## config.mk

```make
export PLATFORM = sky130hd
export DESIGN_NAME = vbs_mul
export DESIGN_NICKNAME = d
export VERILOG_FILES = /design/src/rtl/core/vbs_pkg.sv /design/src/rtl/core/vbs_mul.sv
export SDC_FILE = /design/constraint.sdc
export NUM_CORES = 2
export LEC_CHECK = 0
export ABC_CLOCK_PERIOD_IN_PS = 16300
export BUFFER_PORTS_ARGS = -buffer_cell sky130_fd_sc_hd__buf_2
export CORE_UTILIZATION = 45
export CTS_CLUSTER_DIAMETER = 80
export DETAILED_ROUTE_END_ITERATION = 16
export GPL_TIMING_DRIVEN = 1
export PLACE_DENSITY = 0.6
export SETUP_SLACK_MARGIN = 0.15
export SYNTH_ARGS = -nofsm -noshare
export SYNTH_HDL_FRONTEND = slang
export SYNTH_SLANG_ARGS = --single-unit
```

## constraint.sdc

```tcl
create_clock -name clock -period 16.3 [get_ports clock]
set_input_delay 0.815 -clock clock [delete_from_list [all_inputs] [get_ports clock]]
set_output_delay 0.815 -clock clock [all_outputs]
set_load 0.01 [all_outputs]
```

## src/rtl/core/vbs_pkg.sv

```systemverilog
// ----------------------------------------------------------------------------
// vbs_pkg: shared types and constants for the volatility breakout signal
// Beat formats, field widths, register codes and reset values.
// ----------------------------------------------------------------------------
package vbs_pkg;

   localparam int PRICE_W    = 32;
   localparam int TIME_W     = 40;
   localparam int MOVE_W     = 24;
   localparam int LAT_W      = 24;
   localparam int VM_W       = 16;
   localparam int BPS_W      = 24;
   localparam int CSR_IDX_W  = 2;
   localparam int CSR_DATA_W = 24;

   localparam int SHORT_WINDOW_DEF = 16;
   localparam int LONG_WINDOW_DEF  = 256;

   // 10000 bps * 256 (Q8) = 625 << 12
   localparam int BPS_SCALE     = 625;
   localparam int BPS_SHIFT     = 12;
   localparam int SCALED_W      = PRICE_W + 10;
   localparam int DIV_NUM_W     = SCALED_W + BPS_SHIFT;
   localparam int HOLD_LIMIT_MS = 4000;
   localparam int EDGE_W        = BPS_W + 4;

   localparam int MUL_A_W   = 64;
   localparam int MUL_DIG_W = 16;
   localparam int MUL_B_W   = 2 * MUL_DIG_W;

   localparam logic [VM_W-1:0]  VOL_MULT_RST = 16'd512;
   localparam logic [BPS_W-1:0] MIN_EDGE_RST = 24'd1280;
   localparam logic [BPS_W-1:0] TARGET_RST   = 24'd2560;
   localparam logic [BPS_W-1:0] STOP_RST     = 24'd1280;

   typedef enum logic [CSR_IDX_W-1:0] {
      CSR_VOL_MULT = 2'd0,
      CSR_MIN_EDGE = 2'd1,
      CSR_TARGET   = 2'd2,
      CSR_STOP     = 2'd3
   } csr_idx_type;

   typedef struct packed {
      logic [PRICE_W-1:0] tick_price;
      logic [TIME_W-1:0]  tick_time_ms;
      logic [LAT_W-1:0]   latency_ms;
   } req_type;

   typedef struct packed {
      logic               entry_flag;
      logic               exit_flag;
      logic [PRICE_W-1:0] opened_at_price;
      logic [PRICE_W-1:0] closed_at_price;
   } rsp_type;

   typedef struct packed {
      logic               start;
      logic [MUL_A_W-1:0] a;
      logic [MUL_B_W-1:0] b;
   } mul_req_type;

   typedef struct packed {
      logic               done;
      logic [MUL_A_W-1:0] product;
   } mul_rsp_type;

   typedef struct packed {
      logic                 start;
      logic [DIV_NUM_W-1:0] num;
      logic [PRICE_W-1:0]   den;
   } div_req_type;

   typedef struct packed {
      logic              done;
      logic [MOVE_W-1:0] quot;
   } div_rsp_type;

endpackage

```

## src/rtl/core/vbs_mul.sv

```systemverilog
// ----------------------------------------------------------------------------
// vbs_mul: shared multiplier
// 64 x 32 product, one 16-bit digit of b per cycle into an accumulator.
// ----------------------------------------------------------------------------
module vbs_mul
   import vbs_pkg::*;
(
   input  logic        clock,
   input  logic        reset,
   input  mul_req_type mul_req,
   output mul_rsp_type mul_rsp
);

   logic [MUL_A_W-1:0]           a_ff, a_in;
   logic [MUL_B_W-1:0]           b_ff, b_in;
   logic [MUL_A_W-1:0]           acc_ff, acc_in;
   logic                         busy_ff, busy_in;
   logic                         step_ff, step_in;
   logic                         done_ff, done_in;
   logic [MUL_DIG_W-1:0]         dig;
   logic [MUL_A_W+MUL_DIG_W-1:0] part;
   logic [MUL_A_W-1:0]           addend;

   assign dig    = step_ff ? b_ff[MUL_B_W-1:MUL_DIG_W] : b_ff[MUL_DIG_W-1:0];
   assign part   = a_ff * dig;
   assign addend = step_ff ? {part[MUL_A_W-MUL_DIG_W-1:0], {MUL_DIG_W{1'b0}}}
                           : part[MUL_A_W-1:0];

   always_comb begin
      a_in    = a_ff;
      b_in    = b_ff;
      acc_in  = acc_ff;
      busy_in = busy_ff;
      step_in = step_ff;
      done_in = 1'b0;
      if (mul_req.start) begin
         a_in    = mul_req.a;
         b_in    = mul_req.b;
         acc_in  = '0;
         busy_in = 1'b1;
         step_in = 1'b0;
      end else if (busy_ff) begin
         acc_in  = acc_ff + addend;
         step_in = !step_ff;
         if (step_ff) begin
            busy_in = 1'b0;
            done_in = 1'b1;
         end
      end
   end

   always_ff @(posedge clock) begin
      if (reset) begin
         busy_ff <= 1'b0;
         step_ff <= 1'b0;
         done_ff <= 1'b0;
      end else begin
         busy_ff <= busy_in;
         step_ff <= step_in;
         done_ff <= done_in;
      end
   end

   always_ff @(posedge clock) begin
      a_ff   <= a_in;
      b_ff   <= b_in;
      acc_ff <= acc_in;
   end

   assign mul_rsp.done    = done_ff;
   assign mul_rsp.product = acc_ff;

endmodule

```

# == Word level (Yosys, flattened, before mapping) ==
# Index checks and enable logic that the tools add are counted.
# totals
wordCells,18
out_inout_bits,65
ff_bits,163
in_bits,99
# op_classes
n_mul,1
bitwise_logic,1
addsub,1
reduce_logical,3
muxes,6
# op_table
operator,count
$add A64 B64 Y64,1
$mul A64 B16 Y64,1
$mux W64,1
$mux W16,1
$mux W1,4
$reduce_or A3 Y1,1
$reduce_or A2 Y1,1
$logic_not A1 Y1,1
$not A1 Y1,1

# == Depth between registers and ports, before layout ==
# logic_depth
depth_word,4
depth_mapped,45

# == Worst setup path before layout ==
# OpenSTA, ideal clock, no wires.
# synth_path
path_kind,register to register
startpoint,reg step_ff
endpoint,reg acc_ff[60]
path_slack_ps,6996
stages_incl_launch_ff,44
period_less_slack_ps,9304
arrival_ps,9219
n_path_buf,4
required_ps,16214
path_cell_list,dfxtp_1 buf_2 buf_6 mux2_2 clkbuf_1 clkbuf_1 nand2_1 fa_1 inv_1 fa_1 inv_1 fa_1 inv_1 fa_1 fa_1 inv_1 fa_1 inv_1 [... 8 more ...] a21oi_1 o221ai_1 a21oi_1 xnor2_1 mux2_2 ha_1 a21o_1 a21o_1 a21oi_1 o21ai_0 a21o_1 a21o_1 nor3_1 o21ai_0 nand2_1 a32oi_1 xnor2_1 a211oi_1
# synth_between
elab_chain_cells,4
# synth_lines
item,line,rtl
from (decl),vbs_mul.sv:18,"logic step_ff, step_in;"
from (signal assigned),vbs_mul.sv:59,step_ff <= step_in;
$mux W16,vbs_mul.sv:24,assign dig = step_ff ? b_ff[MUL_B_W-1:MUL_DIG_W] : b_ff[MUL_DIG_W-1:0];
$mul A64 B16 Y64,vbs_mul.sv:25,assign part = a_ff * dig;
$mux W64 *,vbs_mul.sv:26,"assign addend = step_ff ? {part[MUL_A_W-MUL_DIG_W-1:0], {MUL_DIG_W{1'b0}}}"
$add A64 B64 Y64 *,vbs_mul.sv:43,acc_in = acc_ff + addend;
to (signal assigned),vbs_mul.sv:67,acc_ff <= acc_in;
to (decl),vbs_mul.sv:16,"logic [MUL_A_W-1:0] acc_ff, acc_in;"
# Mark *: on every way between the ends. The rest lies on a longest branch, timed or not.
# A chain may end at the register's enable or synchronous reset.

# == Worst setup path in the final report ==
# layout_path
startpoint,reg step_ff
endpoint,reg acc_ff[63]
# Same word-level chain as after synthesis.

==> impl_metrics.ini <==
[finish]
diodes = 0
final_nets = 5049
layout-drive-gt1-share_pct = 6.284
area_delta_synth_final_pct = 5.944
fillers = 7643

[logic_synthesis]
async_flop_share_pct = 0
ys.flop_type = edfxtp_1
synth_area_um2 = 35890
yosys-top-cells-area = fa_1 42%, edfxtp_1 8.0%, inv_1 7.9%
yosysWarnings = 0
syn-instance-count = 4025
syn-num-nets = 5045
synth.distinct_cells = 72
avgSynthCellArea_um2 = 8.916
synth_top_area_share_pct = 42.00
ys_seq_elements = 163
synth-edff-count = 96
ys_seq_area_share_pct = 11.77
synth_area_leader_cell = fa_1

[sta]
finalHoldViolCount = 0
slew_viol_final = 0
timing.fmax_mhz = 88.00
finClkSkew_ns = 0.02111
setup_viol = 0
period_minus_slack_ns = 11.36
slew_headroom_pct = 34.28
rsz0062_at_grt = false
fin_crit_sh_pct = 69.72
tightestPinTransition_ns = 0.9858
fin_setup_tns_ns = 0

[drt]
avgRoutedWirePerCell_um = 19.81
routed_wl_um = 100900
vias_per_cell = 5.351
drcViolationCount = 0
dr.pass1.iters = 5
first_iter_violations = 1725
dr_total_vias = 27250
ant_nets = 0

[critical_path]
crit_fanout = 67
critPathRequiredTime_ns = 16.74
critPathLaunchType = register
critPathMaxStageDelay_ns = 0.71
critPathTopFamily = adder cells
path_buf_inv = 5
critical_path.slowest_cell = mux2_2
arrival_ns = 11.80
crit_path_end_kind = register
path_class = register to register
cpMostUsedCell = fa_1

[flow_run]
cap_violations = 0

[floorplan]
start_util_pct = 45.43
io_pins = 164
core_area_um2 = 79000
die_h_um = 284.4
rows = 103
fp.dieW_um = 284.4
dieArea_um2 = 80890

[cts]
clock-root-buffer = clkbuf_16
clk_path_buf_depth = 2
post_cts_buffers = 0
cts_hold_buf = 0
cts_sinks = 163
cts_tree = done
insertion_delay_ns = 0.51
ctsResizeCount = 0
h-tree-depth = 4
cts_buffers = 17
cts.clk_slew.worst_paths_ns = 0.09

[global_routing]
grt_max_degree = 104
grt_pass1_wl_um = 163400
use_met1_pct = 37.06
grt_util_met2_pct = 41.41
grt_pass1_vias = 28770
use_met3_pct = 4.607
grt.busiest_layer = met2
grtUsageTotal_pct = 26.20
antenna_found_initial = 1
grt_overflow = 0

[status]
status = finished, final reports clean

[hold_path]
hold_path_class = input port to register

[place]
portBuffers = 163
gp_congestion = 0.9319
post-dp-hpwl_um = 77250
-- cell type report --
class,count,area (um2),share of cell area [%]
clock buffer,18,429.2,1.129
clock inverter,14,151.4,0.3982
inverter,760,2853,7.503
multi-input combinational,2902,28050,73.77
sequential,163,4227,11.12
tap,1050,1314,3.455
timing repair buffer,185,999.7,2.629
-- metal layers --
layer	share of wire [%]	up-vias
li1	-	12230
met1	45	14060
met2	46	839
met3	6.2	116
met4	2.2	0
met5	0	-
-- worst paths after layout --
kind	startpoint	end	slack, ns	cells past startpoint
hold / removal	mul_req[86]	a_ff[54]	0.47	1
hold reg to reg	acc_ff[63]	acc_ff[63]	0.49	2
setup / recovery	step_ff	acc_ff[63]	4.94	35
setup reg to reg	step_ff	acc_ff[63]	4.94	35
-- cells by family (layout without fill, tap and decap cells) --
logic type	count (synthesis)	after routing	share of synthesized area, %
flops	163	163	11.77
compound gates	442	442	7.754
fa+ha+maj	921	921	47.86
buf+inv	960	977	10.11
xor+xnor	143	143	3.490
mux	79	79	2.294
simple gates	1317	1317	16.72
-- flip-flops by register name (all words and copies together) (netlist names) --
name     count
acc_ff      64
busy_ff      1
a_ff        64
done_ff      1
step_ff      1
b_ff        32
-- synthesized netlist by cell type (all sizes together), types with 71 or more instances --
library cell	n
inv	759
fa	753
nand2	751
and2	287
clkbuf	184
ha	168
a21oi	149
nor2	133
edfxtp	96
o21ai	94
xnor2	91
a21o	71
-- layout by cell type (no fill, tap or decap), types with 5 or more instances in the layout --
| master | instances |
|---|---|
| a211oi_1 | 20 |
| a21o_1 | 71 |
| a21oi_1 | 148 |
| a31oi_1 | 14 |
| and2_1 | 287 |
| and3_1 | 9 |
| buf_2 | 162 |
| buf_4 | 21 |
| clkbuf_16 | 17 |
| dfxtp_1 | 65 |
| edfxtp_1 | 96 |
| fa_1 | 753 |
| ha_1 | 168 |
| inv_1 | 759 |
| mux2_2 | 19 |
| mux2i_1 | 56 |
| nand2_1 | 751 |
| nand2b_1 | 23 |
| nand3_1 | 28 |
| nand4_1 | 16 |
| nor2_1 | 133 |
| nor2b_1 | 28 |
| nor3_1 | 16 |
| nor4_1 | 5 |
| o211ai_1 | 12 |
| o21a_1 | 11 |
| o21ai_0 | 91 |
| o21bai_1 | 18 |
| o22ai_1 | 5 |
| or3_1 | 6 |
| xnor2_1 | 91 |
| xor2_1 | 52 |
-- per-stage QoR --
stage | hold WS, ns | cell area [um2] | utilization [%] | instances | setup slack, ns
2_1_floorplan | 0.4979 | 35890 | - | 4025 | 6.996
3_3_place_gp | 0.4876 | 37440 | 47.39 | 5060 | 5.300
3_5_place_dp | 0.4801 | 37440 | 47.39 | 5060 | 5.146
4_1_cts | 0.4185 | 38020 | 48.13 | 5092 | 5.084
5_1_grt | 0.4479 | 38020 | 48.13 | 5092 | 4.324
6_report | 0.4679 | 38020 | 48.13 | 5092 | 4.936
Power is left out: the tool's default activity adds up to more than one toggle a clock period on the data nets, which glitch-free logic cannot reach.
