File: config.mk
export PLATFORM = sky130hd
export DESIGN_NAME = vbs_ring
export DESIGN_NICKNAME = d
export VERILOG_FILES = /design/src/rtl/core/vbs_pkg.sv /design/src/rtl/core/vbs_ring.sv
export SDC_FILE = /design/constraint.sdc
export NUM_CORES = 1
export LEC_CHECK = 0
export BUFFER_PORTS_ARGS = -buffer_cell sky130_fd_sc_hd__buf_2
export CORE_MARGIN = 2
export CORE_UTILIZATION = 40
export DETAILED_ROUTE_END_ITERATION = 10
export HOLD_SLACK_MARGIN = 0.03
export PLACE_DENSITY = 0.63
export REMOVE_ABC_BUFFERS = 1
export SYNTH_ARGS = -nofsm -noshare
export SYNTH_HDL_FRONTEND = slang
export SYNTH_SLANG_ARGS = --single-unit
File: constraint.sdc
create_clock -name clock -period 12.06 [get_ports clock]
set_clock_uncertainty 0.05 [all_clocks]
set_input_delay 1.206 -clock clock [delete_from_list [all_inputs] [get_ports clock]]
set_output_delay 1.206 -clock clock [all_outputs]
set_load 0.01 [all_outputs]
File: src/rtl/core/vbs_pkg.sv
// ----------------------------------------------------------------------------
// vbs_pkg: shared types and constants for the volatility breakout signal
// Beat formats, field widths, register codes and reset values.
// ----------------------------------------------------------------------------
package vbs_pkg;

   localparam int PRICE_W    = 32;
   localparam int TIME_W     = 40;
   localparam int MOVE_W     = 24;
   localparam int LAT_W      = 24;
   localparam int VM_W       = 16;
   localparam int BPS_W      = 24;
   localparam int CSR_IDX_W  = 2;
   localparam int CSR_DATA_W = 24;

   localparam int SHORT_WINDOW_DEF = 16;
   localparam int LONG_WINDOW_DEF  = 256;

   // 10000 bps * 256 (Q8) = 625 << 12
   localparam int BPS_SCALE     = 625;
   localparam int BPS_SHIFT     = 12;
   localparam int SCALED_W      = PRICE_W + 10;
   localparam int DIV_NUM_W     = SCALED_W + BPS_SHIFT;
   localparam int HOLD_LIMIT_MS = 4000;
   localparam int EDGE_W        = BPS_W + 4;

   localparam int MUL_A_W   = 64;
   localparam int MUL_DIG_W = 16;
   localparam int MUL_B_W   = 2 * MUL_DIG_W;

   localparam logic [VM_W-1:0]  VOL_MULT_RST = 16'd512;
   localparam logic [BPS_W-1:0] MIN_EDGE_RST = 24'd1280;
   localparam logic [BPS_W-1:0] TARGET_RST   = 24'd2560;
   localparam logic [BPS_W-1:0] STOP_RST     = 24'd1280;

   typedef enum logic [CSR_IDX_W-1:0] {
      CSR_VOL_MULT = 2'd0,
      CSR_MIN_EDGE = 2'd1,
      CSR_TARGET   = 2'd2,
      CSR_STOP     = 2'd3
   } csr_idx_type;

   typedef struct packed {
      logic [PRICE_W-1:0] tick_price;
      logic [TIME_W-1:0]  tick_time_ms;
      logic [LAT_W-1:0]   latency_ms;
   } req_type;

   typedef struct packed {
      logic               entry_flag;
      logic               exit_flag;
      logic [PRICE_W-1:0] opened_at_price;
      logic [PRICE_W-1:0] closed_at_price;
   } rsp_type;

   typedef struct packed {
      logic               start;
      logic [MUL_A_W-1:0] a;
      logic [MUL_B_W-1:0] b;
   } mul_req_type;

   typedef struct packed {
      logic               done;
      logic [MUL_A_W-1:0] product;
   } mul_rsp_type;

   typedef struct packed {
      logic                 start;
      logic [DIV_NUM_W-1:0] num;
      logic [PRICE_W-1:0]   den;
   } div_req_type;

   typedef struct packed {
      logic              done;
      logic [MOVE_W-1:0] quot;
   } div_rsp_type;

endpackage

File: src/rtl/core/vbs_ring.sv
// ----------------------------------------------------------------------------
// vbs_ring: sliding window of moves
// Ring memory with running total; fill count stands in for cleared entries.
// ----------------------------------------------------------------------------
module vbs_ring
   import vbs_pkg::*;
#(
   parameter  int DEPTH  = SHORT_WINDOW_DEF,
   localparam int POS_W  = $clog2(DEPTH),
   localparam int FILL_W = $clog2(DEPTH + 1),
   localparam int TOT_W  = MOVE_W + $clog2(DEPTH)
)
(
   input  logic              clock,
   input  logic              reset,
   input  logic              push,
   input  logic [MOVE_W-1:0] push_value,
   output logic [TOT_W-1:0]  total,
   output logic              full
);

   logic [MOVE_W-1:0] mem [DEPTH];
   logic [MOVE_W-1:0] rd_ff;
   logic [MOVE_W-1:0] old_value;
   logic [POS_W-1:0]  pos_ff, pos_in;
   logic [FILL_W-1:0] fill_ff, fill_in;
   logic [TOT_W-1:0]  total_ff, total_in;

   assign full      = fill_ff == FILL_W'(DEPTH);
   assign old_value = full ? rd_ff : '0;

   always_comb begin
      pos_in   = pos_ff;
      fill_in  = fill_ff;
      total_in = total_ff;
      if (push) begin
         total_in = total_ff - TOT_W'(old_value) + TOT_W'(push_value);
         pos_in   = (pos_ff == POS_W'(DEPTH - 1)) ? '0 : pos_ff + POS_W'(1);
         if (!full) begin
            fill_in = fill_ff + FILL_W'(1);
         end
      end
   end

   always_ff @(posedge clock) begin
      if (reset) begin
         pos_ff   <= '0;
         fill_ff  <= '0;
         total_ff <= '0;
      end else begin
         pos_ff   <= pos_in;
         fill_ff  <= fill_in;
         total_ff <= total_in;
      end
   end

   always_ff @(posedge clock) begin
      if (push) begin
         mem[pos_ff] <= push_value;
      end
      rd_ff <= mem[pos_ff];
   end

   assign total = total_ff;

endmodule

Word level (Yosys, flattened, before mapping)
Memory sizes are Yosys's and may differ from the RTL's. A register that Yosys moved wholly into a read port is not among the register bits.
Index checks and enable logic that the tools add are counted.
{"block": "op_classes", "n_bitwise": 1, "n_addsub": 4, "n_reduce_logical": 1, "mux": 4, "n_eq_ne": 2}
{"cell": "28-bit by 24-bit adder with 28-bit output", "count": 1}
{"cell": "28-bit by 24-bit subtractor with 28-bit output", "count": 1}
{"cell": "24-bit 2-to-1 mux", "count": 1}
{"cell": "5-bit by 1-bit adder with 5-bit output, second input constant", "count": 1}
{"cell": "5-bit == test, second input constant", "count": 1}
{"cell": "4-bit by 1-bit adder with 4-bit output, second input constant", "count": 1}
{"cell": "4-bit == test, second input constant", "count": 1}
{"cell": "4-bit 2-to-1 mux", "count": 1}
{"cell": "1-bit 2-to-1 mux", "count": 2}
{"cell": "2-bit AND reduction", "count": 1}
{"cell": "1-bit NOT", "count": 1}
{"block": "word_totals", "ramBits": 384, "mem_count": 1, "reg_bits": 37}
{"name": "mem", "depth": 16, "width": 24, "rd": 1, "rd_clocked_by_memory_dff": 1, "wr": 1, "line": "vbs_ring.sv:22", "source": "logic [MOVE_W-1:0] mem [DEPTH];"}

Logic depth before layout (Yosys ltp)
{"block": "depth", "depth_word": 4, "depth_mapped": 17, "depth_no_buf": 16}

Worst setup path before layout
Ideal clock, no wire load.
{"block": "synth_timing", "path_kind": "reg2reg", "from": "register fill_ff[0]", "to": "register total_ff[27], in the netlist total[27]", "t_required_ns": 11.887, "setup_slack_ns": 7.927, "t_arrival_ns": 3.960, "setup_time_ns": 0.123, "synth_period_minus_slack_ns": 4.133, "path_buffers": 2, "path_stages_with_launch": 18, "cell_sequence": "dfxtp_1 > inv_1 > ha_1 > nor4bb_1 > clkbuf_1 > and2_1 > fa_1 > inv_1 > ha_1 > buf_6 > a21o_1 > a221o_1 > a21oi_2 > o221ai_2 > a21oi_2 > a211o_1 > mux2i_1 > mux2_1"}
{"block": "synth_via", "elab_chain_len": 4}
{"item": "start, declared", "line": "vbs_ring.sv:26", "source": "logic [FILL_W-1:0] fill_ff, fill_in;"}
{"item": "start signal, assigned", "line": "vbs_ring.sv:52", "source": "fill_ff <= fill_in;"}
{"item": "5-bit == test", "line": "vbs_ring.sv:29", "source": "assign full = fill_ff == FILL_W'(DEPTH);"}
{"item": "24-bit 2-to-1 mux", "line": "vbs_ring.sv:30", "source": "assign old_value = full ? rd_ff : '0;"}
{"item": "28-bit by 24-bit subtractor with 28-bit output", "line": "vbs_ring.sv:37", "source": "total_in = total_ff - TOT_W'(old_value) + TOT_W'(push_value);"}
{"item": "28-bit by 24-bit adder with 28-bit output", "line": "vbs_ring.sv:37"}
{"item": "end signal, assigned", "line": "vbs_ring.sv:53", "source": "total_ff <= total_in;"}
{"item": "end, declared", "line": "vbs_ring.sv:27", "source": "logic [TOT_W-1:0] total_ff, total_in;"}
No other way between the ends.
A chain may end at the register's enable or synchronous reset.

Worst setup path after layout
{"block": "layout_timing", "from": "register fill_ff[0]", "to": "register total_ff[15], in the netlist total[15]"}
The elaborated chain is that of the path after synthesis.

==> impl_metrics.tcl <==
set metrics [dict create \
    grt_max_degree 55 \
    ant_nets 0 \
    synth_cell_type_count 54 \
    critPathCaptureType "flip-flop" \
    synth_seq_cells 445 \
    drt_iter0_markers 712 \
    cts_tree "yes" \
    io_buffers 55 \
    cpLargestDelayFamily "compound AO/OA/AOI/OAI gates" \
    drv_slew 0 \
    drive_gt1_share_pct 23.21 \
    track_usage_pct 18.42 \
    dp_hpwl_mm 26.01 \
    drc_errors 0 \
    r2r_slack_ns 7.86 \
    slew_headroom_pct 19.99 \
    nets 1226 \
    vdd_drop_max_uv 120.8 \
    rsz0062_at_grt "false" \
    cp_data_required_time_ns 12.43 \
    r2r_cells 16 \
    grt_first_pass_wirelength_mm 64.47 \
    outcome "finished clean" \
    dieHeight_microns 220.5 \
    cts_resized 0 \
    tns_ns 0 \
    cp.buffers_inverters 3 \
    cp_max_fo 27 \
    startpoint_type "flip-flop" \
    cts.sinks 445 \
    antenna_found_initial 2 \
    ctsHtreeMaxLevel 2 \
    synth_top_family_by_area "multiplexers" \
    cts_made_buffers 46 \
    cts_setup_buffers 0 \
    avgSynthCellArea_sq_um 17.70 \
    clkSlewWorstSetupHoldPaths_ns 0.07 \
    synth-simple-area-share_pct 4.185 \
    crit_start "fill_ff[0]" \
    wl_per_cell_microns 24.13 \
    synth_cells 1059 \
    path_cells "inv_1, ha_1, nor4bb_4, buf_4, and2_1, fa_1, inv_1, ha_1, o21ai_0, o21ai_1, nand2_1, o31ai_1, a31o_1, a21o_1, a2111o_1, o221ai_1" \
    dieArea_sq_um 48610 \
    clock_latency_ns 0.57 \
    reg2reg_from "fill_ff[0]" \
    crit_arrival_ns 4.57 \
    first_pass_iters 5 \
    synthAdderAreaFrac_pct 4.833 \
    setup_viol 0 \
    area_growth_pct 13.74 \
    fp.dieW_microns 220.5 \
    grt_pass1_vias 9877 \
    holdBufCountCts 0 \
    min_path_cells 2 \
    worstReg2RegEnd "total[15]" \
    hold_viol 0 \
    power.density_nw_per_um2 192.8 \
    cts_buffer_depth 3 \
    cts-root-buf "clkbuf_16" \
    routed_via_density 5.381 \
    synth_edf_count 384 \
    fmax_mhz 238.1 \
    start_util_pct 40.43 \
    criticalPathCategory "flip-flop to flip-flop" \
    utilization_pct 45.99 \
    synth_compound_area_share_pct 3.458 \
    slowest_delay_ns 0.58 \
    fillers 3930 \
    finalCriticalPeriod_ns 4.201 \
    synthesis.area_sq_um 18740 \
    synth-xor-area-share_pct 1.028 \
    gr-total-overflow 0 \
    drt-total-wl_mm 43.05 \
    async_reset_ff_share_pct 0 \
    gp_congestion 0.8177 \
    fin_crit_sh_pct 34.83 \
    yosys_warnings 0 \
    fp-row-count 79 \
    slowest_stage "o31ai_1" \
    vias 9599 \
    core_region_area_sq_um 46360 \
    drv_cap 0 \
    synth_flop_cell "edfxtp_1" \
    synthMuxAreaShare_pct 15.33 \
    io_pins 56 \
    seq_area_frac_synth_pct 68.03 \
    hold_path.class "flip-flop to flip-flop" \
    p_leak_nw 7.387 \
    hold_path_end "total[26]" \
    worstHoldStart "total[26]" \
    worst_slew_pin_slew_ns 1.200 \
]
## state kept, by name (all words and copies together) (netlist names)
register  flops
pos_ff        4
total        28
rd_ff        24
fill_ff       5
mem         384
## per-layer routing
| metal | global-route usage [%] | vias to the layer above | share of wire, % |
|---|---|---|---|
| li1 | - | 4258 | - |
| met1 | 24.63 | 5072 | 43 |
| met2 | 31.22 | 216 | 50 |
| met3 | 3.354 | 51 | 4.3 |
| met4 | 4.720 | 2 | 1.9 |
| met5 | 0 | - | 0.016 |
## synthesized netlist by cell type (all sizes together) (4+ instances only)
cell type / number / area share [%]
a211oi: 7 / 0.28
a21o: 18 / 0.72
a21oi: 23 / 0.65
and2: 40 / 1.3
and3: 6 / 0.20
buf: 17 / 0.49
clkbuf: 27 / 0.54
dfxtp: 61 / 6.5
edfxtp: 384 / 62
fa: 24 / 2.6
ha: 34 / 2.3
inv: 105 / 2.1
mux2i: 16 / 0.85
mux4: 120 / 14
nand2: 26 / 0.52
nand3: 9 / 0.24
nand4: 5 / 0.20
nor2: 45 / 0.90
nor3: 10 / 0.27
o21ai: 15 / 0.40
or3: 4 / 0.13
xnor2: 13 / 0.61
xor2: 9 / 0.42
## layout make-up
| cell class | instances | area, sq um | share of cell area (%) |
|---|---|---|---|
| clock buffers | 67 | 1323 | 6.203 |
| repair buffers | 78 | 447.9 | 2.101 |
| flip-flops and latches | 445 | 12760 | 59.86 |
| multi-input cells | 465 | 5420 | 25.42 |
| well taps | 607 | 759.5 | 3.562 |
| inverters | 105 | 394.1 | 1.849 |
| diodes | 1 | 2.502 | 0.01174 |
| clock inverters | 16 | 210.2 | 0.9860 |
## per-stage QoR
stage	cell area (sq um)	instances	total power [mW]	worst slack [ns]	hold slack, ns
final	21320	1784	4.111	7.859	0.4634
after global routing	21320	1783	4.318	7.534	0.5151
after CTS	21320	1783	4.144	7.907	0.4614
after detailed placement	19780	1700	2.699	7.545	0.4527
after global placement	19780	1700	2.691	7.609	0.4350
after floorplan	18550	1015	2.463	6.325	0.4206
## cells by family after synthesis
| logic type | count (synthesis) |
|---|---|
| AOI/OAI and AO/OA | 93 |
| xor gates and xnor gates | 22 |
| adders and majority gates | 58 |
| buffers and inverters | 149 |
| DFF | 445 |
| muxes | 137 |
| and+or+nand+nor | 155 |
## worst max-delay path by stage
stage,endpoint,slack [ns],cells after the start
floorplan,mem[15][0],6.32,2
global placement,total[27],7.61,13
detailed placement,total[27],7.55,13
CTS,total[27],7.91,16
global route,total[15],7.53,16
finish,total[15],7.86,16
## worst register-to-register path, delay by kind of cell, from the launching register on
kind,cells,cell delay (ns)
and+or+nand+nor,3,0.63
AOI/OAI and AO/OA,7,1.77
adders and majority gates,3,0.79
buffers and inverters,3,0.52
DFF,1,0.33
## report_power, final
part           internal [mW]  leakage, nW  switching [mW]  total (mW)
logic                  0.382         2.66           0.476       0.859
clock network          0.867        0.747           0.578        1.45
registers               1.74         3.98          0.0667        1.81
## cell usage in the layout (no fill, tap or decap), types with 6 or more instances in the layout
cell         n
a21oi_1     21
clkbuf_1    14
dfxtp_1     57
nand2_1     26
a21o_1      18
nand3_1      9
xor2_1       9
inv_1      105
mux4_2     120
nor2_1      45
xnor2_1     13
o21ai_0      8
nor3_1      10
mux2i_1     16
edfxtp_1   384
and3_1       6
buf_4       23
fa_1        24
clkbuf_16   48
and2_1      40
o21ai_1      7
ha_1        34
a211oi_1     7
buf_2       55
No activity file was read; power rests on OpenSTA's default activity.
