### config.mk
export PLATFORM = sky130hd
export DESIGN_NAME = vbs_div
export DESIGN_NICKNAME = d
export VERILOG_FILES = /design/src/rtl/core/vbs_pkg.sv /design/src/rtl/core/vbs_div.sv
export SDC_FILE = /design/constraint.sdc
export NUM_CORES = 1
export LEC_CHECK = 0
export BUFFER_PORTS_ARGS = -buffer_cell sky130_fd_sc_hd__buf_2
export CORE_MARGIN = 5
export CORE_UTILIZATION = 40
export DETAILED_ROUTE_END_ITERATION = 12
export PLACE_DENSITY = 0.61
export REMOVE_ABC_BUFFERS = 1
export SLEW_MARGIN = 20
export SYNTH_ARGS = -nofsm -noshare
export SYNTH_HDL_FRONTEND = slang
export SYNTH_SLANG_ARGS = --single-unit
### constraint.sdc
create_clock -name clock -period 3.4 [get_ports clock]
set_input_delay 0.17 -clock clock [delete_from_list [all_inputs] [get_ports clock]]
set_output_delay 0.17 -clock clock [all_outputs]
set_load 0.01 [all_outputs]
### src/rtl/core/vbs_pkg.sv
// ----------------------------------------------------------------------------
// vbs_pkg: shared types and constants for the volatility breakout signal
// Beat formats, field widths, register codes and reset values.
// ----------------------------------------------------------------------------
package vbs_pkg;

   localparam int PRICE_W    = 32;
   localparam int TIME_W     = 40;
   localparam int MOVE_W     = 24;
   localparam int LAT_W      = 24;
   localparam int VM_W       = 16;
   localparam int BPS_W      = 24;
   localparam int CSR_IDX_W  = 2;
   localparam int CSR_DATA_W = 24;

   localparam int SHORT_WINDOW_DEF = 16;
   localparam int LONG_WINDOW_DEF  = 256;

   // 10000 bps * 256 (Q8) = 625 << 12
   localparam int BPS_SCALE     = 625;
   localparam int BPS_SHIFT     = 12;
   localparam int SCALED_W      = PRICE_W + 10;
   localparam int DIV_NUM_W     = SCALED_W + BPS_SHIFT;
   localparam int HOLD_LIMIT_MS = 4000;
   localparam int EDGE_W        = BPS_W + 4;

   localparam int MUL_A_W   = 64;
   localparam int MUL_DIG_W = 16;
   localparam int MUL_B_W   = 2 * MUL_DIG_W;

   localparam logic [VM_W-1:0]  VOL_MULT_RST = 16'd512;
   localparam logic [BPS_W-1:0] MIN_EDGE_RST = 24'd1280;
   localparam logic [BPS_W-1:0] TARGET_RST   = 24'd2560;
   localparam logic [BPS_W-1:0] STOP_RST     = 24'd1280;

   typedef enum logic [CSR_IDX_W-1:0] {
      CSR_VOL_MULT = 2'd0,
      CSR_MIN_EDGE = 2'd1,
      CSR_TARGET   = 2'd2,
      CSR_STOP     = 2'd3
   } csr_idx_type;

   typedef struct packed {
      logic [PRICE_W-1:0] tick_price;
      logic [TIME_W-1:0]  tick_time_ms;
      logic [LAT_W-1:0]   latency_ms;
   } req_type;

   typedef struct packed {
      logic               entry_flag;
      logic               exit_flag;
      logic [PRICE_W-1:0] opened_at_price;
      logic [PRICE_W-1:0] closed_at_price;
   } rsp_type;

   typedef struct packed {
      logic               start;
      logic [MUL_A_W-1:0] a;
      logic [MUL_B_W-1:0] b;
   } mul_req_type;

   typedef struct packed {
      logic               done;
      logic [MUL_A_W-1:0] product;
   } mul_rsp_type;

   typedef struct packed {
      logic                 start;
      logic [DIV_NUM_W-1:0] num;
      logic [PRICE_W-1:0]   den;
   } div_req_type;

   typedef struct packed {
      logic              done;
      logic [MOVE_W-1:0] quot;
   } div_rsp_type;

endpackage

### src/rtl/core/vbs_div.sv
// ----------------------------------------------------------------------------
// vbs_div: serial divider for the move in basis points
// Restoring division, one quotient bit a cycle, saturates at 24 bits.
// ----------------------------------------------------------------------------
module vbs_div
   import vbs_pkg::*;
(
   input  logic        clock,
   input  logic        reset,
   input  div_req_type div_req,
   output div_rsp_type div_rsp
);

   localparam int HI_W  = DIV_NUM_W - MOVE_W;
   localparam int CNT_W = $clog2(MOVE_W);

   logic [PRICE_W-1:0] rem_ff, rem_in;
   logic [PRICE_W-1:0] den_ff, den_in;
   logic [MOVE_W-1:0]  low_ff, low_in;
   logic [MOVE_W-1:0]  quot_ff, quot_in;
   logic [CNT_W-1:0]   cnt_ff, cnt_in;
   logic               busy_ff, busy_in;
   logic               done_ff, done_in;
   logic [HI_W-1:0]    num_hi;
   logic               sat;
   logic [PRICE_W:0]   trial;
   logic [PRICE_W:0]   trial_sub;
   logic               ge;

   assign num_hi    = div_req.num[DIV_NUM_W-1:MOVE_W];
   assign sat       = PRICE_W'(num_hi) >= div_req.den;
   assign trial     = {rem_ff, low_ff[MOVE_W-1]};
   assign trial_sub = trial - {1'b0, den_ff};
   assign ge        = trial >= {1'b0, den_ff};

   always_comb begin
      rem_in  = rem_ff;
      den_in  = den_ff;
      low_in  = low_ff;
      quot_in = quot_ff;
      cnt_in  = cnt_ff;
      busy_in = busy_ff;
      done_in = 1'b0;
      if (div_req.start) begin
         den_in = div_req.den;
         rem_in = PRICE_W'(num_hi);
         low_in = div_req.num[MOVE_W-1:0];
         cnt_in = '0;
         if (sat) begin
            quot_in = '1;
            done_in = 1'b1;
         end else begin
            busy_in = 1'b1;
         end
      end else if (busy_ff) begin
         rem_in  = ge ? trial_sub[PRICE_W-1:0] : trial[PRICE_W-1:0];
         low_in  = {low_ff[MOVE_W-2:0], 1'b0};
         quot_in = {quot_ff[MOVE_W-2:0], ge};
         cnt_in  = cnt_ff + CNT_W'(1);
         if (cnt_ff == CNT_W'(MOVE_W - 1)) begin
            busy_in = 1'b0;
            done_in = 1'b1;
         end
      end
   end

   always_ff @(posedge clock) begin
      if (reset) begin
         busy_ff <= 1'b0;
         done_ff <= 1'b0;
         cnt_ff  <= '0;
      end else begin
         busy_ff <= busy_in;
         done_ff <= done_in;
         cnt_ff  <= cnt_in;
      end
   end

   always_ff @(posedge clock) begin
      rem_ff  <= rem_in;
      den_ff  <= den_in;
      low_ff  <= low_in;
      quot_ff <= quot_in;
   end

   assign div_rsp.done = done_ff;
   assign div_rsp.quot = quot_ff;

endmodule

After elaboration in Yosys (flattened, before gate mapping):

Index checks and enable logic that the tools add are counted.

* flip-flop bits (word level): 119
* bits in latches: 0
* memory bits (writable): 0
* ROM bits: 0
* input port bits: 89
* output and inout port bits: 25
* word-level logic and storage cells: 34
* memories: 0

* add/sub/neg operators: 2
* multiply operators: 0
* divide/modulo/power cells: 0
* magnitude comparators: 2
* equality and inequality tests: 3
* shift operators: 0
* multiplexer cells: 16
* bitwise logic cells: 0
* reduce and logical (&&, ||, !) cells: 3

Operator list (number)
* 2-to-1 mux 24 bit: 5
* 2-to-1 mux 30 bit: 2
* greater-or-equal comparator 33 x 32 -> 1 bit: 1
* greater-or-equal comparator 30 x 32 -> 1 bit: 1
* 2-to-1 mux 32 bit: 1
* subtractor 32 bit: 1
* 2-to-1 mux 1 bit: 8
* adder 5 x 1 -> 5 bit, second input constant: 1
* == test 5 bit, second input constant: 1
* inequality test 2 x 1 -> 1 bit, second input constant: 1
* inequality test 2 bit, second input constant: 1
* AND reduction 2 bit: 1
* nonzero test 2 bit: 1
* OR reduction 2 bit: 1

Logic depth before layout (Yosys ltp):

Gate-level depths: netlist of the first run.

* depth in word-level cells: 4
* gate-level depth with buffers: 14

Least setup slack after synthesis of the first run:

Ideal clock, no wire load.

* kind: flip-flop to flip-flop
* start point: register low_ff[23]
* end point: register rem_ff[26], data pin
* setup time: 0.261 ns
* arrival time: 2.702 ns
* data required time: 3.139 ns
* path slack: 0.437 ns
* stages on the path, launching flop included: 14
* period minus slack after synthesis: 2.963 ns
* path through: edfxtp_1 -> inv_1 -> ha_1 -> inv_1 -> fa_1 -> a21o_1 -> a221oi_2 -> nor3_1 -> o41ai_2 -> a21oi_1 -> nor2_1 -> xor2_1 -> nor3_1 -> a221o_1

* word-level cells in the longest chain between the ends: 4
* elaborated cells between the ends (all ways): 5
* classes of those cells: add/sub (1); order compare (1); mux (3)

RTL lines
* from (decl): line vbs_div.sv:19 `logic [MOVE_W-1:0] low_ff, low_in;`
* from (signal assigned): line vbs_div.sv:82 `low_ff <= low_in;`
* subtractor 32 bit / greater-or-equal comparator 33 x 32 -> 1 bit (equally long branches): line vbs_div.sv:33, vbs_div.sv:34
* 2-to-1 mux 32 bit (*): line vbs_div.sv:56 `rem_in = ge ? trial_sub[PRICE_W-1:0] : trial[PRICE_W-1:0];`
* 2-to-1 mux 30 bit (*): line vbs_div.sv:55 `end else if (busy_ff) begin`
* 2-to-1 mux 30 bit (*): line vbs_div.sv:44 `if (div_req.start) begin`
* via rem_in[26]: line vbs_div.sv:17 `logic [PRICE_W-1:0] rem_ff, rem_in;`
* to (signal assigned): line vbs_div.sv:80 `rem_ff <= rem_in;`
* to (decl): line vbs_div.sv:17

Mark *: on every way through the listed nets, which the timed path passes. The rest lies on a longest branch. The select of a mux whose other input is x is not followed.
A chain may end at the register's enable or synchronous reset.

Final worst setup path of the first run:

* start point: register rem_ff[14]
* end point: register rem_ff[18], data pin

* word-level cells in the longest chain between the ends: 4
* elaborated cells between the ends (all ways): 5
* classes of those cells: add/sub (1); order compare (1); mux (3)

RTL lines (line)
* subtractor 32 bit / greater-or-equal comparator 33 x 32 -> 1 bit (equally long branches): vbs_div.sv:33, vbs_div.sv:34
* 2-to-1 mux 32 bit (*): vbs_div.sv:56
* 2-to-1 mux 30 bit (*): vbs_div.sv:55
* 2-to-1 mux 30 bit (*): vbs_div.sv:44
* via rem_in[18]: vbs_div.sv:17

Marks and branches as above.

==> results of run 1 <==
[registers in the layout (all words and copies together), names as in the netlist]
| register | cells |
|---|---|
| quot_ff | 24 |
| busy_ff | 1 |
| den_ff | 32 |
| rem_ff | 32 |
| cnt_ff | 5 |
| done_ff | 1 |
| low_ff | 24 |
[layout make-up]
cell class / count / area, um2 / share of cell area (%)
well taps: 234 / 293 / 3.12
clock inverters: 15 / 216 / 2.30
flip-flops and latches: 119 / 3480 / 37.1
clock buffers: 17 / 425 / 4.53
repair buffers: 166 / 1060 / 11.3
multi-input cells: 480 / 3650 / 38.8
inverters: 71 / 267 / 2.84
[Yosys cell counts (4+ instances only)]
library cell | instances | area share, %
a211oi_1 | 5 | 0.50
a21o_1 | 18 | 1.8
a21oi_1 | 44 | 2.9
a221o_1 | 7 | 0.93
a31oi_1 | 6 | 0.50
and3_1 | 7 | 0.58
and4_1 | 6 | 0.69
buf_2 | 12 | 0.79
clkbuf_1 | 13 | 0.64
dfxtp_1 | 9 | 2.4
edfxtp_1 | 110 | 44
ha_1 | 63 | 10
inv_1 | 70 | 3.5
mux2_2 | 24 | 3.6
mux2i_1 | 5 | 0.66
nand2_1 | 36 | 1.8
nand2b_1 | 6 | 0.50
nand3_1 | 12 | 0.79
nand3b_1 | 16 | 1.6
nand4_1 | 11 | 0.91
nor2_1 | 28 | 1.4
nor2b_1 | 13 | 1.1
nor3_1 | 19 | 1.3
nor4_1 | 4 | 0.33
o211a_1 | 4 | 0.53
o211ai_1 | 4 | 0.40
o21ai_0 | 16 | 1.1
o21ai_1 | 4 | 0.26
o21bai_1 | 6 | 0.59
o311ai_1 | 16 | 1.9
or2_2 | 25 | 2.1
or3_1 | 4 | 0.33
xnor2_1 | 11 | 1.3
xor2_1 | 19 | 2.2
[critical path: stages (launching register included)]
cell and delay (ns):
edfxtp_1 0.40, ha_1 0.49, nand4_2 0.21, or3_1 0.36, a2111oi_2 0.34, a21oi_1 0.15, o21ai_4 0.23, a21boi_4 0.09
buf_4 0.20, and3b_1 0.19, a221o_1 0.25
[kinds of logic (layout without fill, tap and decap cells)]
| kind of cell | after synthesis | in the layout | share of synthesized area [%] |
|---|---|---|---|
| and+or+nand+nor | 197 | 197 | 14.4 |
| AOI/OAI and AO/OA | 159 | 159 | 15.2 |
| DFF | 119 | 119 | 46.0 |
| buffers and inverters | 105 | 269 | 5.85 |
| adders and majority gates | 64 | 64 | 10.7 |
| xor gates and xnor gates | 30 | 30 | 3.47 |
| muxes | 30 | 30 | 4.38 |
[worst max-delay path by stage]
| stage | from | to | slack, ns | depth (start not counted) |
|---|---|---|---|---|
| after floorplan | rem_ff[6] | rem_ff[19] | -0.13 | 10 |
| after global placement | low_ff[23] | rem_ff[22] | 0.27 | 13 |
| after detailed placement | low_ff[23] | rem_ff[22] | 0.21 | 13 |
| after CTS | low_ff[23] | rem_ff[22] | 0.20 | 13 |
| after global routing | low_ff[23] | rem_ff[26] | 0.05 | 13 |
| final | rem_ff[14] | rem_ff[18] | 0.24 | 10 |
[cell usage in the layout, fill, tap and decap left out, drive strengths merged, types with 4 or more instances in the layout]
cell / synthesis / routed
a211oi: 5 / 5
a21o: 18 / 18
a21oi: 45 / 45
a221o: 7 / 7
a31oi: 6 / 6
and3: 7 / 7
and4: 6 / 6
buf: 21 / 133
bufinv: 0 / 4
clkbuf: 13 / 17
clkinv: 1 / 5
dfxtp: 9 / 9
dlygate4sd3: 0 / 33
edfxtp: 110 / 110
ha: 63 / 63
inv: 70 / 76
mux2: 25 / 25
mux2i: 5 / 5
nand2: 37 / 37
nand2b: 6 / 6
nand3: 12 / 12
nand3b: 16 / 16
nand4: 12 / 12
nor2: 28 / 28
nor2b: 13 / 13
nor3: 19 / 19
nor4: 4 / 4
o211a: 4 / 4
o211ai: 4 / 4
o21ai: 21 / 21
o21bai: 6 / 6
o311ai: 16 / 16
or2: 25 / 25
or3: 4 / 4
xnor2: 11 / 11
xor2: 19 / 19
[stage by stage]
stage	util [%]	instances	TNS [ns]	worst slack [ns]	area, um2
finish	50.4	1102	0	0.240	9400
global route	50.4	1102	0	0.0460	9400
CTS	50.4	1102	0	0.199	9390
detailed placement	45.1	1037	0	0.205	8420
global placement	45.1	1037	0	0.271	8420
floorplan	-	670	-0.132	-0.132	7390
[report_power, final]
part | switching [W] | total, W | internal, W
registers | 0.0000870 | 0.00191 | 0.00183
logic | 0.00101 | 0.00179 | 0.000781
clock network | 0.000738 | 0.00199 | 0.00125
total | 0.00184 | 0.00569 | 0.00386
[timing repair]
item | CTS | global route
setup endpoints to repair | 0 | 1
hold buffers | 33 | 0
hold endpoints to repair | 34 | 0
resized for setup | 0 | 1
[layer usage]
layer / vias up / track usage, % / wire, um
met3: 19 / 4.26 / 753
met2: 121 / 26.1 / 7960
met5: - / 0 / 0
met4: 0 / 4.85 / 282
met1: 2713 / 22.2 / 8520
li1: 2921 / - / -
==> results.md, run 1 <==
- Status: finished clean
- Final Setup Violations: 0
- Total Nets Final: 1008
- Max Fanout on Critical Path: 17
- Clock Sinks: 119
- Max-cap violation count: 0
- DRT Pass-1 Iters: 5
- R2R cell count: 10
- Layout cells sized above 1: 26.2%
- Synthesis-to-layout area growth: 24.1%
- Async set-reset flop share out of synthesis: 0%
- Main synth FF type: edfxtp_1
- RSZ-0062 raised after global routing: no
- R2r setup slk: 0.24 ns
- Final wirelength: 17.5 mm
- Hold_sp: div_req[32]
- Initial antenna violation count: 0
- Die ar.: 21800 um2
- Std-Cell Core Area: 18600 um2
- Largest net degree at the start of global routing: 74
- I/O Buffers: 113
- IO Pins: 114
- Gpl congestion: 0.893
- CP arrival: 3.33 ns
- Worst clock skew: 0.00984 ns
- Hold Fails Final Rpt: 0
- Worst-Margin Slew: 0.735 ns
- DP HPWL: 13.1 mm
- Fill cells: 1736
- TritonCTS clock tree: yes
- Initial Utilization: 40.6%
- Die Y: 148 um
- Pwr dens: 606 nW/um2
- Gr ovfl total: 0
- Post-synthesis register bit count: 119
- Vias per Instance: 5.24
- Worst flop-to-flop path endpoint: rem_ff[18]
- CP required: 3.57 ns
- Slew Viols, Final: 0
- Setup crit end kind: register
- Starting DRT DRC Count: 341
- WHS Endpoint: low_ff[0]
- Critical setup path kind: register to register
- Avg Inst Size Synth: 10.8 um2
- Worst VDD drop: 393 uV
- Final ANT Viol Nets: 0
- Min Hold Slack: 0.0294 ns
- Seq/Total Area, Yosys: 46.0%
- First-pass GRT wire length: 29.1 mm
- Leakage: 4.05 nW
- Clk Latency, worst-skew pair: 0.43 ns
- All-Layer GR Usage: 16.4%
- DRC: 0
- CTS clock-pin slew for the worst setup and hold paths: 0.06 ns
- DR WL/cell: 15.9 um
- Vias in the first global route: 5986
- Vias: 5774
- TritonCTS Buffers: 17
- Root Buffer Master: clkbuf_16
- Hold depth: 2
- EDFF count, synth: 110
- # H-tree levels: 4
- Synth Cell Area: 7570 um2
- Synth Warn #: 0
- Startpoint types: register
- Worst hold-check path type: input port to register
- Cell variety after synth: 66
- Final worst path period share: 92.9%
- Setup repair bufs after CTS: 0
- Diodes inserted: 0
- Cell count after synthesis: 704
- Max_slew headroom: 51.0%
- Clock Path Buffers: 2
- Total power draw: 0.00569 W
- Die width: 148 um
- Min Tclk post-route: 3.16 ns
- # rows: 50
- Worst R2R Start: rem_ff[14]
- F_max: 0.316 GHz
No activity file was read; power rests on OpenSTA's default activity.
==> inputs of run 2 (changes only) <==
==> constraint.sdc (replaced) <==
create_clock -name clock -period 3.65 [get_ports clock]
set_input_delay 0.1825 -clock clock [delete_from_list [all_inputs] [get_ports clock]]
set_output_delay 0.1825 -clock clock [all_outputs]
set_load 0.01 [all_outputs]
==> run 2 against run 1 <==
  * Cell count fell by 1.0%
  * Clock-buffer cell count up 13
  * Fmax fell by 3.7%
  * Via count shrank 0.24%
  * Flip-flop and latch count is the same
  * Sequential share of layout area is 0.61 points higher
  * Register-to-register slack improved by 0.13 ns
  * Global-route usage hardly changed
  * Critical path type unchanged
  * Largest power group is now registers
  * Highest routed layer unchanged
==> results.md, run 2 (synthesis gave the netlist of run 1 again) <==
- # rows: 50 (unchanged)
- TNS Setup: 0 ns (unchanged)
- Hold Fails Final Rpt: 0 (unchanged)
- Largest registers: den_ff x32, rem_ff x32 (unchanged)
- Critical setup path kind: register to register (unchanged)
- Hold depth: 2 (unchanged)
- Met2 Routed Length: 7.64 mm (was 7.96 mm)
- Die ar.: 21800 um2 (unchanged)
- Max Fanout on Critical Path: 4 (was 17)
- Pwr dens: 544 nW/um2 (was 606 nW/um2)
- CTS resizes: 0 (unchanged)
- Seq pwr share: 35.4% (was 33.6%)
- Worst-Margin Slew: 0.827 ns (was 0.735 ns)
- Initial antenna violation count: 0 (unchanged)
- Worst hold-check path type: input port to register (unchanged)
- Total Nets Final: 997 (was 1008)
- FF/Latch Area: 3480 um2 (unchanged)
- Final ANT Viol Nets: 0 (unchanged)
- DR WL/cell: 15.8 um (was 15.9 um)
- Final wirelength: 17.2 mm (was 17.5 mm)
- Clock Sinks: 119 (unchanged)
- CTS clock-pin slew for the worst setup and hold paths: 0.05 ns (was 0.06 ns)
- Synthesis-to-layout area growth: 22.1% (was 24.1%)
- Layout cells sized above 1: 24.3% (was 26.2%)
- Startpoint types: register (unchanged)
- Clk pwr share: 32.0% (was 34.9%)
- Most frequent cells in the layout: buf_2 (112), edfxtp_1 (110), inv_1 (70) (unchanged)
- Routed length on met1: 8.51 mm (was 8.52 mm)
- Min Tclk post-route: 3.28 ns (was 3.16 ns)
- Vias per Instance: 5.28 (was 5.24)
- Status: finished clean (unchanged)
- Die width: 148 um (unchanged)
- First-pass GRT wire length: 29.3 mm (was 29.1 mm)
- CP required: 3.82 ns (was 3.57 ns)
- R2r setup slk: 0.37 ns (was 0.24 ns)
- RSZ-0062 raised after global routing: no (unchanged)
- Setup crit end kind: register (unchanged)
- Diodes inserted: 0 (unchanged)
- CP arrival: 3.45 ns (was 3.33 ns)
- Top sig layer: met4 (unchanged)
- Post-route cell area: 9240 um2 (was 9400 um2)
- I/O Buffers: 113 (unchanged)
- DP Area: 8350 um2 (was 8420 um2)
- Final Setup Violations: 0 (unchanged)
- DP HPWL: 12.3 mm (was 13.1 mm)
- DRC: 0 (unchanged)
- Worst clock skew: 0.0155 ns (was 0.00984 ns)
- Switching power total: 0.00159 W (was 0.00184 W)
- Clock Path Buffers: 2 (unchanged)
- Multi-input gate area: 3640 um2 (was 3650 um2)
- Leakage: 3.97 nW (was 4.05 nW)
- Final worst path period share: 89.9% (was 92.9%)
- DRT Pass-1 Iters: 5 (unchanged)
- F_max: 0.305 GHz (was 0.316 GHz)
- Largest net degree at the start of global routing: 93 (was 74)
- Starting DRT DRC Count: 367 (was 341)
- Fill cells: 1738 (was 1736)
- IO Pins: 114 (unchanged)
- Switching Share: 31.7% (was 32.3%)
- Root Buffer Master: clkbuf_16 (unchanged)
- Std-Cell Core Area: 18600 um2 (unchanged)
- Clk Latency, worst-skew pair: 0.42 ns (was 0.43 ns)
- All-Layer GR Usage: 16.4% (about the same)
- Max-cap violation count: 0 (unchanged)
- TritonCTS Buffers: 17 (unchanged)
- Worst VDD drop: 354 uV (was 393 uV)
- Most common cell after layout, fill and taps aside: buf_2 (unchanged)
- Gr ovfl total: 0 (unchanged)
- Max_slew headroom: 44.8% (was 51.0%)
- Metal3 WL: 856 um (was 753 um)
- Gpl congestion: 0.839 (was 0.893)
- R2R cell count: 13 (was 10)
- TritonCTS clock tree: yes (unchanged)
- Internal power: 0.00343 W (was 0.00386 W)
- Vias in the first global route: 6073 (was 5986)
- # H-tree levels: 4 (unchanged)
- Die Y: 148 um (unchanged)
- Initial Utilization: 40.6% (unchanged)
- Slew Viols, Final: 0 (unchanged)
- Vias: 5760 (was 5774)
- Combinational Power Share: 32.6% (was 31.5%)
## run 2: changes by cell type in the layout (fill, tap and decap cells not counted), sizes merged
| cell | previous run | this run |
|---|---|---|
| inv | 76 | 70 |
| bufinv | 4 | 0 |
| buf | 133 | 123 |
| clkbuf | 17 | 30 |
| dlygate4sd3 | 33 | 32 |
| clkinv | 5 | 3 |
| clkinvlp | 1 | 0 |
## run 2: final timing paths
path / from / endpoint
worst max-delay path: low_ff[23] / rem_ff[22]
worst min register to register: quot_ff[6] / quot_ff[7]
worst max register to register: low_ff[23] / rem_ff[22]
worst min-delay path: reset / cnt_ff[0]
## run 2: worst max-delay path, cell delays in order, from the launching register on
cell and delay, ns:
edfxtp_1 0.38, inv_1 0.07, ha_1 0.15, inv_1 0.05
fa_1 0.40, a21o_1 0.24, a221oi_2 0.33, o211ai_1 0.18
a31oi_1 0.48, o21ai_0 0.14, nand3_1 0.10, nand2_1 0.07
xor2_1 0.15, a221o_1 0.31
## run 2: layer usage
layer  GRT usage (%)  vias to the layer above
met4            5.08                        0
met1            22.1                     2717
met2            25.8                      138
li1                -                     2887
met5               0                        -
met3            4.78                       18
## run 2: area by class of cell
| type | instances | area share [%] |
|---|---|---|
| Tap cell | 234 | 3.17 |
| Clock buffer | 30 | 6.04 |
| Timing Repair Buffer | 155 | 10.7 |
| Inverter | 71 | 2.88 |
| Sequential cell | 119 | 37.7 |
| Clock inverter | 2 | 0.108 |
| Multi-Input combinational cell | 480 | 39.4 |
## run 2: what timing repair did
item	in CTS	in global routing
hold endpoints to repair	32	0
hold buffers	32	0
buffers inserted	0	0
## run 2: power by group through the flow
stage	clock [W]	combinational [W]	sequential, W
2_1_floorplan	0	0.00114	0.00179
3_3_place_gp	0	0.00159	0.00180
3_5_place_dp	0	0.00159	0.00181
4_1_cts	0.00164	0.00164	0.00178
5_1_grt	0.00171	0.00183	0.00180
6_report	0.00161	0.00164	0.00178
## run 2: through the flow
| step | total power, W | std cells | setup slack, ns | hold WS (ns) | utilization (%) |
|---|---|---|---|---|---|
| 2_1_floorplan | 0.00293 | 670 | 0.118 | 0.250 | - |
| 3_3_place_gp | 0.00340 | 1027 | 0.463 | 0.374 | 44.8 |
| 3_5_place_dp | 0.00340 | 1027 | 0.413 | 0.376 | 44.8 |
| 4_1_cts | 0.00506 | 1091 | 0.395 | 0.0216 | 49.6 |
| 5_1_grt | 0.00534 | 1091 | 0.124 | 0.0330 | 49.6 |
| 6_report | 0.00503 | 1091 | 0.369 | 0.0324 | 49.6 |
==> inputs of run 3 (changes only) <==
--- a/config.mk
+++ b/config.mk
@@ -7,9 +7,9 @@
 export LEC_CHECK = 0
 export BUFFER_PORTS_ARGS = -buffer_cell sky130_fd_sc_hd__buf_2
 export CORE_MARGIN = 5
-export CORE_UTILIZATION = 40
+export CORE_UTILIZATION = 45
 export DETAILED_ROUTE_END_ITERATION = 12
-export PLACE_DENSITY = 0.61
+export PLACE_DENSITY = 0.67
 export REMOVE_ABC_BUFFERS = 1
 export SLEW_MARGIN = 20
 export SYNTH_ARGS = -nofsm -noshare
==> run 3 against run 2 <==
  * Clock skew is 0.0060 ns lower
  * Hold slack got worse by 0.0022 ns
  * Register-to-register slack worse by 0.03 ns
  * Highest routed layer unchanged
==> results.md, run 3 (synthesis gave the netlist of run 1 again) <==
- Status: finished clean (unchanged)
- Worst clock skew: 0.00952 ns (was 0.0155 ns)
- All-Layer GR Usage: 17.8% (was 16.4%)
- Critical Path Sink: rem_ff[22] (unchanged)
- Layout cells sized above 1: 25.3% (was 24.3%)
- Clock Sinks: 119 (unchanged)
- Vias in the first global route: 5953 (was 6073)
- Min Tclk post-route: 3.32 ns (was 3.28 ns)
- Vias per Instance: 5.46 (was 5.28)
- Gpl congestion: 0.910 (was 0.839)
- Gr ovfl total: 0 (unchanged)
- Final worst path period share: 90.8% (was 89.9%)
- Total Nets Final: 1000 (was 997)
- Worst VDD drop: 370 uV (was 354 uV)
- Max Fanout on Critical Path: 4 (unchanged)
- Most frequent cells in the layout: buf_2 (112), edfxtp_1 (110), inv_1 (70) (unchanged)
- Synthesis-to-layout area growth: 22.0% (was 22.1%)
- TritonCTS Buffers: 17 (unchanged)
- Worst flop-to-flop path endpoint: rem_ff[22] (unchanged)
- Die ar.: 19500 um2 (was 21800 um2)
- Startpoint types: register (unchanged)
- # H-tree levels: 4 (unchanged)
- Leakage: 3.96 nW (was 3.97 nW)
- CTS clock-pin slew for the worst setup and hold paths: 0.06 ns (was 0.05 ns)
- Largest registers: den_ff x32, rem_ff x32 (unchanged)
- Hold_sp: reset (unchanged)
- Critical setup path kind: register to register (unchanged)
- Die width: 140 um (was 148 um)
- Max_slew headroom: 49.9% (was 44.8%)
- DR WL/cell: 16.1 um (was 15.8 um)
- Worst R2R Start: low_ff[23] (unchanged)
- Pre-CTS WS: 0.348 ns (was 0.413 ns)
- Initial antenna violation count: 0 (unchanged)
- # rows: 47 (was 50)
- Std-Cell Core Area: 16500 um2 (was 18600 um2)
- TNS Setup: 0 ns (unchanged)
- Vias: 5896 (was 5760)
- Starting DRT DRC Count: 331 (was 367)
- R2r setup slk: 0.33 ns (was 0.37 ns)
- Final wirelength: 17.4 mm (was 17.2 mm)
- RSZ-0062 raised after global routing: no (unchanged)
- Crit path from: low_ff[23] (unchanged)
- Clock Path Buffers: 2 (unchanged)
- Initial Utilization: 45.8% (was 40.6%)
- PnR worst setup slack: 0.335 ns (was 0.369 ns)
- Clk Latency, worst-skew pair: 0.42 ns (about the same)
- F_max: 0.302 GHz (was 0.305 GHz)
- IO Pins: 114 (unchanged)
- Largest net degree at the start of global routing: 76 (was 93)
- Hold Fails Final Rpt: 0 (unchanged)
- Final Setup Violations: 0 (unchanged)
- Min Hold Slack: 0.0302 ns (was 0.0324 ns)
- First-pass GRT wire length: 28.6 mm (was 29.3 mm)
- Most common cell after layout, fill and taps aside: buf_2 (unchanged)
- R2R cell count: 13 (unchanged)
- Setup crit end kind: register (unchanged)
- Hold depth: 2 (unchanged)
- DP HPWL: 12.9 mm (was 12.3 mm)
- Pwr dens: 548 nW/um2 (was 544 nW/um2)
- Slew Viols, Final: 0 (unchanged)
- TritonCTS clock tree: yes (unchanged)
- Max-cap violation count: 0 (unchanged)
- DRC: 0 (unchanged)
- Fill cells: 1470 (was 1738)
- Root Buffer Master: clkbuf_16 (unchanged)
- Diodes inserted: 0 (unchanged)
- CP arrival: 3.49 ns (was 3.45 ns)
- Worst-Margin Slew: 0.752 ns (was 0.827 ns)
- DRT Pass-1 Iters: 5 (unchanged)
- CP required: 3.82 ns (about the same)
- I/O Buffers: 113 (unchanged)
- Final ANT Viol Nets: 0 (unchanged)
- Die Y: 140 um (was 148 um)
- Worst hold-check path type: input port to register (unchanged)
- Setup repair bufs after CTS: 0 (unchanged)
run 3: cell types whose count changed in the layout (fill, tap and decap cells not counted):
cell and change:
buf_12 -2, buf_4 +5, bufinv_16 +2, clkbuf_1 -8, clkbuf_16 -3, clkbuf_8 -2
clkinv_1 +1, clkinv_4 +1, clkinvlp_4 +6, inv_6 +3
run 3: timing repair:
action                                 4_1_cts  5_1_grt
gates resized for setup                      0        0
hold buffers                                32        0
endpoints found under the hold margin       32        0
run 3: metrics by stage:
stage	power, W	cell area [um2]	std cells	utilization [%]
floorplan	0.00293	7390	670	-
global placement	0.00338	8330	1016	50.4
detailed placement	0.00340	8330	1016	50.4
CTS	0.00510	9230	1080	55.9
global route	0.00535	9230	1080	55.9
finish	0.00506	9230	1080	55.9
run 3: worst min-delay path by stage:
stage / endpoint / slack, ns
2_1_floorplan: rem_ff[31] / 0.25
3_3_place_gp: den_ff[7] / 0.38
3_5_place_dp: den_ff[24] / 0.38
4_1_cts: done_ff / 0.004
5_1_grt: cnt_ff[3] / 0.03
6_report: done_ff / 0.03
run 3: critical path, stage by stage (launching register included):
cell,delay [ns]
edfxtp_1,0.39
inv_1,0.07
ha_1,0.15
inv_1,0.05
fa_1,0.40
a21o_1,0.23
a221oi_2,0.34
o211ai_1,0.21
a31oi_1,0.46
o21ai_0,0.14
nand3_1,0.11
nand2_1,0.07
xor2_1,0.14
a221o_1,0.30
run 3: final cells by class:
class | instances | area, um2 | area share [%]
well taps | 220 | 275 | 2.98
flip-flops and latches | 119 | 3480 | 37.7
inverters | 71 | 267 | 2.89
clock inverters | 15 | 154 | 1.67
clock buffers | 17 | 425 | 4.61
multi-input cells | 480 | 3640 | 39.5
repair buffers | 158 | 986 | 10.7
run 3: layer usage:
| layer | routed length (um) | part of all wire (%) | global-route usage [%] | vias to the layer above |
|---|---|---|---|---|
| li1 | - | - | - | 2904 |
| met1 | 7670 | 44 | 22.2 | 2809 |
| met2 | 8450 | 49 | 29.7 | 153 |
| met3 | 927 | 5.3 | 5.28 | 30 |
| met4 | 321 | 1.8 | 5.97 | 0 |
| met5 | 0 | 0 | 0 | - |
run 3: where the power goes:
| part | internal (W) | leakage (nW) | total, W | switching [W] |
|---|---|---|---|---|
| Sequential | 0.00170 | 1.13 | 0.00178 | 0.0000779 |
| Combinational | 0.000701 | 2.56 | 0.00163 | 0.000931 |
| Clock | 0.00100 | 0.266 | 0.00164 | 0.000641 |
| Total | 0.00341 | 3.96 | 0.00506 | 0.00165 |
